`src/hdl/rgb_led_pattern_generator_unit_assert.svh`:
```
// Assertion macros for the RGB LED pattern generator.
// Each macro expects signals named clk and arst_n in the including module.
`ifndef RGB_LED_PATTERN_GENERATOR_UNIT_ASSERT_SVH
`define RGB_LED_PATTERN_GENERATOR_UNIT_ASSERT_SVH

// Same-cycle implication, disabled while reset is asserted.
`define RLPG_ASSERT_NOW(label, ante, cons, msg) \
	label: assert property (@(posedge clk) disable iff (!arst_n) (ante) |-> (cons)) \
		else $error(msg);

// Next-cycle implication, disabled while reset is asserted.
`define RLPG_ASSERT_NEXT(label, ante, cons, msg) \
	label: assert property (@(posedge clk) disable iff (!arst_n) (ante) |=> (cons)) \
		else $error(msg);

`endif

```
`src/hdl/rlpg_pkg.sv`:
```
// Package for the RGB LED pattern generator: item types, mode codes,
// color codes and the color lookup functions. No dependencies.
`timescale 1ns / 1ps

package rlpg_pkg;

	localparam int unsigned FADE_LIMIT = 5000;
	localparam int unsigned FADE_W = 13;
	localparam int unsigned TIME_W = 32;
	localparam int unsigned INTERVAL_W = 16;
	localparam logic [INTERVAL_W-1:0] INTERVAL_RESET = 16'd100;
	localparam logic [FADE_W-1:0] FADE_PERIOD_RESET = 13'd500;

	localparam logic [3:0] MODE_RED = 4'd0;
	localparam logic [3:0] MODE_GREEN = 4'd1;
	localparam logic [3:0] MODE_BLUE = 4'd2;
	localparam logic [3:0] MODE_CYAN = 4'd3;
	localparam logic [3:0] MODE_MAGENTA = 4'd4;
	localparam logic [3:0] MODE_YELLOW = 4'd5;
	localparam logic [3:0] MODE_WHITE = 4'd6;
	localparam logic [3:0] MODE_FADE = 4'd7;
	localparam logic [3:0] MODE_HOLD = 4'd8;
	localparam logic [3:0] MODE_STROBE = 4'd9;
	localparam logic [3:0] MODE_RAINBOW = 4'd10;
	localparam logic [3:0] MODE_RED_BLUE = 4'd11;
	localparam logic [3:0] MODE_GREEN_RED = 4'd12;
	localparam logic [3:0] MODE_BLUE_GREEN = 4'd13;
	localparam logic [3:0] MODE_OFF_A = 4'd14;
	localparam logic [3:0] MODE_OFF_B = 4'd15;

	// Color codes: bit 0 red, bit 1 green, bit 2 blue, bit 3 means keep.
	localparam logic [3:0] C_OFF = 4'b0000;
	localparam logic [3:0] C_RED = 4'b0001;
	localparam logic [3:0] C_GREEN = 4'b0010;
	localparam logic [3:0] C_BLUE = 4'b0100;
	localparam logic [3:0] C_YELLOW = 4'b0011;
	localparam logic [3:0] C_CYAN = 4'b0110;
	localparam logic [3:0] C_MAGENTA = 4'b0101;
	localparam logic [3:0] C_WHITE = 4'b0111;
	localparam logic [3:0] C_KEEP = 4'b1000;

	typedef struct packed {
		logic [3:0] mode;
		logic [TIME_W-1:0] now_ms;
	} in_item_t;

	typedef struct packed {
		logic red_on;
		logic green_on;
		logic blue_on;
	} out_item_t;

	function automatic logic [3:0] static_colour(input logic [2:0] idx);
		logic [3:0] c;
		case (idx)
			3'd0: c = C_RED;
			3'd1: c = C_GREEN;
			3'd2: c = C_BLUE;
			3'd3: c = C_CYAN;
			3'd4: c = C_MAGENTA;
			3'd5: c = C_YELLOW;
			3'd6: c = C_WHITE;
			default: c = C_KEEP;
		endcase
		return c;
	endfunction

	function automatic logic [3:0] fade_colour(input logic [2:0] idx);
		logic [3:0] c;
		case (idx)
			3'd0: c = C_RED;
			3'd1: c = C_YELLOW;
			3'd2: c = C_GREEN;
			3'd3: c = C_CYAN;
			3'd4: c = C_BLUE;
			3'd5: c = C_MAGENTA;
			default: c = C_KEEP;
		endcase
		return c;
	endfunction

	function automatic logic [3:0] rainbow_colour(input logic [2:0] idx);
		logic [3:0] c;
		case (idx)
			3'd0: c = C_RED;
			3'd1: c = C_GREEN;
			3'd2: c = C_BLUE;
			3'd3: c = C_CYAN;
			3'd4: c = C_YELLOW;
			3'd5: c = C_MAGENTA;
			default: c = C_KEEP;
		endcase
		return c;
	endfunction

	function automatic logic [3:0] three_colour(input logic [1:0] idx);
		logic [3:0] c;
		case (idx)
			2'd0: c = C_RED;
			2'd1: c = C_GREEN;
			2'd2: c = C_BLUE;
			default: c = C_KEEP;
		endcase
		return c;
	endfunction

endpackage

```
`src/hdl/rgb_led_pattern_generator_unit.sv`:
```
// Top level of the RGB LED pattern generator: input register, pattern logic,
// result register. Depends on rlpg_pkg and rgb_led_pattern_generator_unit_assert.svh.
`timescale 1ns / 1ps
`include "rgb_led_pattern_generator_unit_assert.svh"

// Usage:
// Each item on the in channel (in_valid, in_ready, in_item) is one pattern tick
// with a mode and the current millisecond time. Each item gives exactly one
// item on the out channel (out_valid, out_ready, out_item) with the three LED
// line levels after that tick.
// The cfg channel (cfg_valid, cfg_ready, cfg_data) writes the step interval in
// milliseconds; cfg_ready is always high and the write takes effect at once.
// An accepted item is held in the input register, then the pattern logic
// loads its result into the result register. Throughput is one item per
// cycle while the receiver does not stall; the 32-bit elapsed-time compare
// and the small index updates all sit between the input and result registers.
// When the receiver stalls, the result register holds its item and the input
// register still takes one more item; after that in_ready drops until the
// result is taken.
// Reset clears both registers, sets all LEDs off, the step interval to 100 ms
// and the fade period to 500.
module rgb_led_pattern_generator_unit
	import rlpg_pkg::*;
(
	input  logic clk,
	input  logic arst_n,
	input  logic in_valid,
	output logic in_ready,
	input  in_item_t in_item,
	output logic out_valid,
	input  logic out_ready,
	output out_item_t out_item,
	input  logic cfg_valid,
	output logic cfg_ready,
	input  logic [INTERVAL_W-1:0] cfg_data
);

	logic valid_s1;
	in_item_t item_s1;
	logic out_valid_q;
	out_item_t out_q;
	logic advance;

	logic [INTERVAL_W-1:0] interval_q;
	logic [2:0] led_q, led_nxt;
	logic [TIME_W-1:0] last_q, last_nxt;
	logic [2:0] six_idx_q, six_idx_nxt;
	logic [1:0] three_idx_q, three_idx_nxt;
	logic toggle_q, toggle_nxt;
	logic fade_down_q, fade_down_nxt;
	logic [FADE_W-1:0] fade_period_q, fade_period_nxt;

	logic [TIME_W-1:0] elapsed;
	logic [TIME_W-1:0] period;
	logic due;
	logic [3:0] colour;

	assign advance = !out_valid_q || out_ready;
	assign in_ready = !valid_s1 || advance;
	assign out_valid = out_valid_q;
	assign out_item = out_q;
	assign cfg_ready = 1'b1;

	always_comb begin
		fade_period_nxt = fade_period_q;
		fade_down_nxt = fade_down_q;
		if (fade_down_q) begin
			if (fade_period_q != '0) begin
				fade_period_nxt = fade_period_q - 1'b1;
			end else begin
				fade_down_nxt = 1'b0;
			end
		end else begin
			if (fade_period_q < FADE_W'(FADE_LIMIT)) begin
				fade_period_nxt = fade_period_q + 1'b1;
			end else begin
				fade_down_nxt = 1'b1;
			end
		end
		if (item_s1.mode != MODE_FADE) begin
			fade_period_nxt = fade_period_q;
			fade_down_nxt = fade_down_q;
		end
	end

	always_comb begin
		elapsed = item_s1.now_ms - last_q;
		if (item_s1.mode == MODE_FADE) begin
			period = TIME_W'(fade_period_nxt);
		end else begin
			period = TIME_W'(interval_q);
		end
		due = elapsed >= period;
	end

	always_comb begin
		led_nxt = led_q;
		last_nxt = last_q;
		six_idx_nxt = six_idx_q;
		three_idx_nxt = three_idx_q;
		toggle_nxt = toggle_q;
		colour = C_KEEP;
		case (item_s1.mode)
			MODE_RED, MODE_GREEN, MODE_BLUE, MODE_CYAN, MODE_MAGENTA, MODE_YELLOW,
			MODE_WHITE: begin
				colour = static_colour(item_s1.mode[2:0]);
			end
			MODE_FADE, MODE_RAINBOW: begin
				if (due) begin
					last_nxt = item_s1.now_ms;
					if (item_s1.mode == MODE_FADE) begin
						colour = fade_colour(six_idx_q);
					end else begin
						colour = rainbow_colour(six_idx_q);
					end
					six_idx_nxt = (six_idx_q >= 3'd5) ? 3'd0 : six_idx_q + 3'd1;
				end
			end
			MODE_HOLD: begin
				colour = C_KEEP;
			end
			MODE_STROBE: begin
				if (due) begin
					last_nxt = item_s1.now_ms;
					colour = three_colour(three_idx_q);
					three_idx_nxt = (three_idx_q >= 2'd2) ? 2'd0 : three_idx_q + 2'd1;
				end
			end
			MODE_RED_BLUE, MODE_GREEN_RED, MODE_BLUE_GREEN: begin
				if (due) begin
					last_nxt = item_s1.now_ms;
					toggle_nxt = !toggle_q;
					if (item_s1.mode == MODE_RED_BLUE) begin
						colour = toggle_q ? C_BLUE : C_RED;
					end else if (item_s1.mode == MODE_GREEN_RED) begin
						colour = toggle_q ? C_RED : C_GREEN;
					end else begin
						colour = toggle_q ? C_GREEN : C_BLUE;
					end
				end
			end
			MODE_OFF_A, MODE_OFF_B: begin
				colour = C_OFF;
			end
			default: begin
				colour = C_KEEP;
			end
		endcase
		if (colour != C_KEEP) begin
			led_nxt = colour[2:0];
		end
	end

	always_ff @(posedge clk or negedge arst_n) begin
		if (!arst_n) begin
			valid_s1 <= 1'b0;
		end else if (in_ready) begin
			valid_s1 <= in_valid;
		end
	end

	always_ff @(posedge clk) begin
		if (in_ready && in_valid) begin
			item_s1 <= in_item;
		end
	end

	always_ff @(posedge clk or negedge arst_n) begin
		if (!arst_n) begin
			out_valid_q <= 1'b0;
		end else if (advance) begin
			out_valid_q <= valid_s1;
		end
	end

	always_ff @(posedge clk) begin
		if (advance && valid_s1) begin
			out_q.red_on <= led_nxt[0];
			out_q.green_on <= led_nxt[1];
			out_q.blue_on <= led_nxt[2];
		end
	end

	always_ff @(posedge clk or negedge arst_n) begin
		if (!arst_n) begin
			interval_q <= INTERVAL_RESET;
		end else if (cfg_valid && cfg_ready) begin
			interval_q <= cfg_data;
		end
	end

	always_ff @(posedge clk or negedge arst_n) begin
		if (!arst_n) begin
			led_q <= 3'b000;
			last_q <= '0;
			six_idx_q <= '0;
			three_idx_q <= '0;
			toggle_q <= 1'b0;
			fade_down_q <= 1'b0;
			fade_period_q <= FADE_PERIOD_RESET;
		end else if (advance && valid_s1) begin
			led_q <= led_nxt;
			last_q <= last_nxt;
			six_idx_q <= six_idx_nxt;
			three_idx_q <= three_idx_nxt;
			toggle_q <= toggle_nxt;
			fade_down_q <= fade_down_nxt;
			fade_period_q <= fade_period_nxt;
		end
	end

	`RLPG_ASSERT_NOW(a_six_idx_range, 1'b1, six_idx_q <= 3'd5, "six-color index out of range")
	`RLPG_ASSERT_NOW(a_three_idx_range, 1'b1, three_idx_q <= 2'd2, "three-color index out of range")
	`RLPG_ASSERT_NOW(a_fade_range, 1'b1, fade_period_q <= FADE_W'(FADE_LIMIT), "fade period above limit")
	`RLPG_ASSERT_NOW(a_full_stall, valid_s1 && out_valid_q && !out_ready, !in_ready, "accepted while full")
	`RLPG_ASSERT_NEXT(a_hold_keeps, advance && valid_s1 && item_s1.mode == MODE_HOLD, $stable(led_q) && $stable(last_q), "hold item changed state")

endmodule

```
`config.mk`:
```
export PLATFORM = sky130hd
export DESIGN_NAME = rgb_led_pattern_generator_unit
export DESIGN_NICKNAME = d
export VERILOG_FILES = /design/src/hdl/rlpg_pkg.sv /design/src/hdl/rgb_led_pattern_generator_unit.sv
export VERILOG_INCLUDE_DIRS = /design/src /design/src/hdl
export SDC_FILE = /design/constraint.sdc
export NUM_CORES = 1
export LEC_CHECK = 0
export ABC_AREA = 1
export BUFFER_PORTS_ARGS = -buffer_cell sky130_fd_sc_hd__buf_4
export CORE_MARGIN = 8
export CORE_UTILIZATION = 55
export CTS_CLUSTER_SIZE = 20
export DETAILED_ROUTE_END_ITERATION = 7
export GPL_TIMING_DRIVEN = 0
export PLACE_DENSITY = 0.74
export SLEW_MARGIN = 20
export SYNTH_ARGS = -nofsm -noshare
export SYNTH_HDL_FRONTEND = slang
export SYNTH_SLANG_ARGS = --single-unit
```
`constraint.sdc`:
```
create_clock -name clk -period 4.2 [get_ports clk]
set_clock_uncertainty 0.15 [all_clocks]
set_input_delay 1.05 -clock clk [delete_from_list [all_inputs] [get_ports clk]]
set_output_delay 1.05 -clock clk [all_outputs]
set_load 0.005 [all_outputs]
```
# After elaboration in Yosys (flattened, before gate mapping)
# Cells that the tools add are included.
[word_totals] reg_bits=112 inputBits=57 out_inout_bits=6
[classes] n_addsub=5 n_lt_le_gt_ge=4 eq_ne=30 mux=25 bitwise_logic=1 n_reduce_logical=22
[op_table] cell="$pmux 4 s6" n=3
[op_table] cell="$mux 13" n=4
[op_table] cell="$eq 4x4->1 const B" n=8
[op_table] cell="$ge 32x32->1" n=1
[op_table] cell="$sub 32x32->32" n=1
[op_table] cell="$pmux 4 s7" n=1
[op_table] cell="$mux 3" n=6
[op_table] cell="$eq 4x3->1 const B" n=4
[op_table] cell="$mux 16" n=1
[op_table] cell="$mux 4" n=4
[op_table] cell="$eq 3x3->1 const B" n=5
[op_table] cell="$add 13x1->13 const B" n=1
[op_table] cell="$lt 13x13->1 const B" n=1
[op_table] cell="$reduce_bool 13->1" n=1
[op_table] cell="$sub 13x1->13 const B" n=1
[op_table] cell="$eq 3x2->1 const B" n=4
[op_table] cell="$pmux 4 s3" n=1
[op_table] cell="$reduce_and 3->1" n=4
[op_table] cell="$eq 4x2->1 const B" n=2
[op_table] cell="$reduce_or 7->1" n=1
[op_table] cell="$eq 3x1->1 const B" n=2
[op_table] cell="$logic_not 3->1" n=2
[op_table] cell="$reduce_or 6->1" n=1
[op_table] cell="$eq 4x1->1 const B" n=1
[op_table] cell="19 further kinds" n=27

# Depth between registers and ports, before layout
[logic_depth] ltp_word=10 depth_mapped=32 ltp_nobuf=32

# Least setup slack after synthesis
# Ideal clock, no wire load.
[synth_path] kind="reg-to-reg" from="register item_s1[34] (netlist bit)" to="register last_q[1]" setup_ns=0.124 t_arrival_ns=3.245 slack_ns=0.681 stages_incl_launch_ff=24 path_buffers=2 period_less_slack_ns=3.519 path_cell_list="edfxtp_1 -> clkbuf_2 -> nand3_1 -> nor2_2 -> inv_2 -> a21oi_1 -> o21ai_0 -> nor4_2 -> nand2_1 -> xor2_1 -> nand2_1 -> o21ai_0 -> ha_1 -> a21oi_1 -> nor3_1 -> nor3_1 -> a21oi_1 -> nor2_1 -> nand3_1 -> nor2_1 -> nand2_2 -> nand3_4 -> buf_2 -> a21oi_1"
[synth_between] elab_chain_cells=5
[synth_rtl] element="start: declaration" line_no="rgb_led_pattern_generator_unit.sv:39" text="in_item_t item_s1;"
[synth_rtl] element="start signal: assignment" line_no="rgb_led_pattern_generator_unit.sv:164" text="item_s1 <= in_item;"
[synth_rtl] element="$ne 4x3->1" line_no="rgb_led_pattern_generator_unit.sv:80" text="if (item_s1.mode != MODE_FADE) begin"
[synth_rtl] element="$mux 13" line_no="rgb_led_pattern_generator_unit.sv:80"
[synth_rtl] element="$mux 16" line_no="rgb_led_pattern_generator_unit.sv:88" text="if (item_s1.mode == MODE_FADE) begin"
[synth_rtl] element="$ge 32x32->1" line_no="rgb_led_pattern_generator_unit.sv:93" text="due = elapsed >= period;"
[synth_rtl] element="$reduce_and 3->1 (no source line) (*)"
[synth_rtl] element="end signal: assignment" line_no="rgb_led_pattern_generator_unit.sv:203" text="last_q <= last_nxt;"
[synth_rtl] element="end: declaration" line_no="rgb_led_pattern_generator_unit.sv:46" text="logic [TIME_W-1:0] last_q, last_nxt;"
# Every way passes the cells marked *; elsewhere a longest branch is shown, timed or not.
# A chain may end at the register's enable or synchronous reset.

# Worst setup path after layout
[layout_path] from="register fade_period_q[4]" to="register last_q[25]"
[layout_between] elab_chain_cells=7
[layout_rtl] element="start: declaration" line_no="rgb_led_pattern_generator_unit.sv:51" text="logic [FADE_W-1:0] fade_period_q, fade_period_nxt;"
[layout_rtl] element="start signal: assignment" line_no="rgb_led_pattern_generator_unit.sv:208" text="fade_period_q <= fade_period_nxt;"
[layout_rtl] element="$add 13x1->13, or another cell as far along" line_no="rgb_led_pattern_generator_unit.sv:75" text="fade_period_nxt = fade_period_q + 1'b1;"
[layout_rtl] element="$mux 13 (on tied branches)" line_no="rgb_led_pattern_generator_unit.sv:74, rgb_led_pattern_generator_unit.sv:68"
[layout_rtl] element="$mux 13" line_no="rgb_led_pattern_generator_unit.sv:67" text="if (fade_down_q) begin"
[layout_rtl] element="$mux 13 (*)" line_no="rgb_led_pattern_generator_unit.sv:80"
[layout_rtl] element="$mux 16 (*)" line_no="rgb_led_pattern_generator_unit.sv:88"
[layout_rtl] element="$ge 32x32->1 (*)" line_no="rgb_led_pattern_generator_unit.sv:93"
[layout_rtl] element="$reduce_and 3->1 (no source line) (*)"
# Marks and branches as above.

==> flow_metrics.env <==
export IMPL_ant_nets=0
export IMPL_crit_path_frequent_cell="nor2_1"
export IMPL_hpwlAfterDp_mm=14.7
export IMPL_yosysSeqAreaShare_pct=37.4
export IMPL_path_clk_slew_ps=70
export IMPL_cts_sinks=112
export IMPL_vias=7262
export IMPL_cp_end_kind="flop"
export IMPL_hold_buffers=0
export IMPL_crit_type="flop to flop"
export IMPL_cpMaxStageDelayCell="dfstp_2"
export IMPL_grtUsageTotal_pct=20.8
export IMPL_hp_class="flop to flop"
export IMPL_port_buffers=60
export IMPL_synth_main_ff_cell="dfrtp_1"
export IMPL_startpoint_type="flop"
export IMPL_fin_ws_ps=195
export IMPL_antenna_found_initial=0
export IMPL_path_buf_inv=3
export IMPL_r2r_slack_ps=200
export IMPL_finalCoreUtilization_pct=64.7
export IMPL_grt_pass1_vias=6727
export IMPL_die_w_um=137
export IMPL_synthTopCellsByArea="dfrtp_1 (20%), nand2_1 (17%), edfxtp_1 (15%), inv_1 (9.7%), ha_1 (8.7%)"
export IMPL_core_area_um2=14400
export IMPL_sequentialPowerShare_pct=29.4
export IMPL_gp_congestion=0.944
export IMPL_combPwrFrac_pct=55.1
export IMPL_diodes=0
export IMPL_drv_cap=0
export IMPL_first_iter_violations=515
export IMPL_htreeDepth=3
export IMPL_avgSynthCellArea_um2=7.04
export IMPL_final_nets=1346
export IMPL_crit_end="last_q[25]$_DFFE_PN0P_"
export IMPL_async_reset_ff_share_pct=65.2
export IMPL_clock_latency_ps=360
export IMPL_post_synth_most_frequent_cells="nand2_1 (363), inv_1 (208), nor2_1 (108)"
export IMPL_initial_core_util_pct=55.8
export IMPL_clockBufferDepth=2
export IMPL_cp_max_fo=10
export IMPL_synthCells=1143
export IMPL_powerDensity_nw_per_um2=558
export IMPL_preCtsSetupSlack_ps=-329
export IMPL_r2r_end="last_q[25]$_DFFE_PN0P_"
export IMPL_setup_viol=0
export IMPL_timing_fmax_ghz=0.250
export IMPL_max_slew_margin_rel_pct=36.0
export IMPL_outcome="finished, final reports clean"
export IMPL_ios=63
export IMPL_syn_nets=1257
export IMPL_cp_num_cells=21
export IMPL_p_switching_mw=2.35
export IMPL_synth_top_area_share_pct=19.9
export IMPL_syn2layout_area_growth_pct=16.0
export IMPL_setup_worst_path_start="fade_period_q[4]$_DFFE_PN1P_"
export IMPL_clkPwrFrac_pct=15.5
export IMPL_synth_cell_types=49
export IMPL_avgRoutedWirePerCell_um=13.5
export IMPL_drive_gt1_share_pct=13.0
export IMPL_worstMarginPinSlew_ps=960
export IMPL_yosysMostFrequentCell="nand2_1"
export IMPL_totalWireLength_mm=19.2
export IMPL_fin_crit_sh_pct=95.3
export IMPL_die_area_um2=18800
export IMPL_grt_pass1_wl_mm=31.4
export IMPL_r2r_cells=21
export IMPL_drc=0
export IMPL_via_per_inst=5.11
export IMPL_crit_family="simple AND/OR/NAND/NOR gates"
export IMPL_drtPass1Iterations=5
export IMPL_fp_dieH_um=137
export IMPL_netlist_area_um2=8050
export IMPL_cts_root_buf="clkbuf_16"
export IMPL_ys_ff_latch=112
export IMPL_synth_edf_count=39
export IMPL_intPower_mw=2.86
export IMPL_cts_buffers=9
export IMPL_grt_overflow=0
export IMPL_crit_chain="inv_1 > nor3_2 > nand3_1 > nor2_1 > nand3_1 > a211oi_1 > xor2_1 > o21ai_0 > ha_1 > inv_1 > nor3_2 > nor3_2 > a21oi_1 > nor2_1 > nand3_1 > nor2_1 > nand2_2 > nand3_4 > buf_6 > nor2_1 > a21oi_2"
export IMPL_fin_crit_ps=4000
export IMPL_rows=44
export IMPL_r2r_start="fade_period_q[4]$_DFFE_PN1P_"
export IMPL_tritoncts="built"
export IMPL_peakVddDrop_v=0.000366
export IMPL_hold_violations=0
export IMPL_required_ps=4300
export IMPL_swShare_pct=45.0
export IMPL_drv_slew=0
export IMPL_leakage_nw=4.97
export IMPL_crit_arrival_ps=4110
export IMPL_grt_max_degree=74
export IMPL_yosysWarnings=0
export IMPL_synth_top_area_cell="dfrtp_1"
export IMPL_max_stage_delay_ps=600
-- worst min-delay path: cells and delay by family (launching register included) --
kind | cells | cell delay, ps
DFF | 1 | 340
and+or+nand+nor | 2 | 110
-- routing by layer --
metal  up-vias  GRT usage, %  part of all wire, %
met5         -             0                    0
met1      3278          27.3                   46
met3        27          4.04                  5.2
met4         0          6.16                  2.1
li1       3785             -                    -
met2       172          34.1                   47
-- registers in the layout, summed over array words and instances (netlist names), 2 cells and up --
signal	flops
three_idx_q	2
six_idx_q	3
out_item	3
fade_period_q	13
led_q	3
interval_q	16
last_q	32
item_s1	36
-- per-stage QoR --
step                area, um2  hold slack (ps)  power, mW  TNS [ps]  std cells
floorplan                8050              299       3.62         0       1143
global placement         8730              314       4.21    -11830       1387
finish                   9340              330       5.21         0       1421
detailed placement       8750              316       4.28    -11010       1388
CTS                      9070              337       5.12         0       1406
global route             9340              351       5.74      -257       1421
-- kinds of logic (layout without fill, tap and decap cells) --
kind of cell               Yosys count  after routing  synth area share (%)
and+or+nand+nor                    560            561                  28.4
buffers and inverters              233            326                  11.3
AOI/OAI and AO/OA                  147            147                  10.2
DFF                                112            112                  37.4
adders and majority gates           57             57                  8.95
xor gates and xnor gates            27             27                  2.94
muxes                                6              6                 0.824
other                                1              1                0.0466
-- worst min-delay path by stage --
| stage | start | to | slack, ps | cells past startpoint |
|---|---|---|---|---|
| after floorplan | led_q[0]$_DFFE_PN0P_ | led_q[0]$_DFFE_PN0P_ | 300 | 2 |
| after global placement | led_q[1]$_DFFE_PN0P_ | led_q[1]$_DFFE_PN0P_ | 310 | 2 |
| after global routing | interval_q[2]$_DFFE_PN1P_ | interval_q[2]$_DFFE_PN1P_ | 350 | 2 |
| final | led_q[0]$_DFFE_PN0P_ | led_q[0]$_DFFE_PN0P_ | 330 | 2 |
| after detailed placement | led_q[0]$_DFFE_PN0P_ | led_q[0]$_DFFE_PN0P_ | 320 | 2 |
| after CTS | led_q[0]$_DFFE_PN0P_ | led_q[0]$_DFFE_PN0P_ | 340 | 2 |
-- timing repair --
item | in CTS | in global routing
gates resized for setup | 7 | 40
hold endpoints to repair | 0 | 0
cloned | 0 | 3
pin swaps | 2 | 15
buffers inserted | 2 | 12
endpoints found under the setup margin | 44 | 44
-- power groups by stage --
stage | Sequential (mW) | Combinational [mW] | Clock, mW
5_1_grt | 1.56 | 3.31 | 0.871
3_5_place_dp | 1.55 | 2.73 | 0
4_1_cts | 1.53 | 2.76 | 0.830
6_report | 1.53 | 2.87 | 0.805
2_1_floorplan | 1.51 | 2.11 | 0
3_3_place_gp | 1.54 | 2.68 | 0
-- layout by cell type, fill, tap and decap left out, types with 3 or more instances in the layout --
cell type,count
ha_1,56
mux2_2,5
a21oi_2,10
nor3_2,6
o21ai_0,50
o211ai_1,3
nand4_1,10
a211oi_1,3
inv_2,7
xor2_1,25
edfxtp_1,39
dfstp_2,9
inv_1,205
nand3b_1,4
nor3_1,6
clkbuf_1,12
nand3_1,48
buf_4,74
clkbuf_16,11
nor2_2,5
nand2_2,4
a21oi_1,61
nor2_1,104
inv_6,3
and2_1,4
nand2_1,360
buf_6,5
dfrtp_1,62
-- cell type report --
type	count	area, um2
flip-flops and latches	112	3010
multi-input cells	799	4260
clock inverters	5	36.3
plain buffers	20	140
repair buffers	77	629
fillers	1333	5080
inverters	213	802
clock buffers	11	233
well taps	184	230
Power figures use the tool's default switching activity.
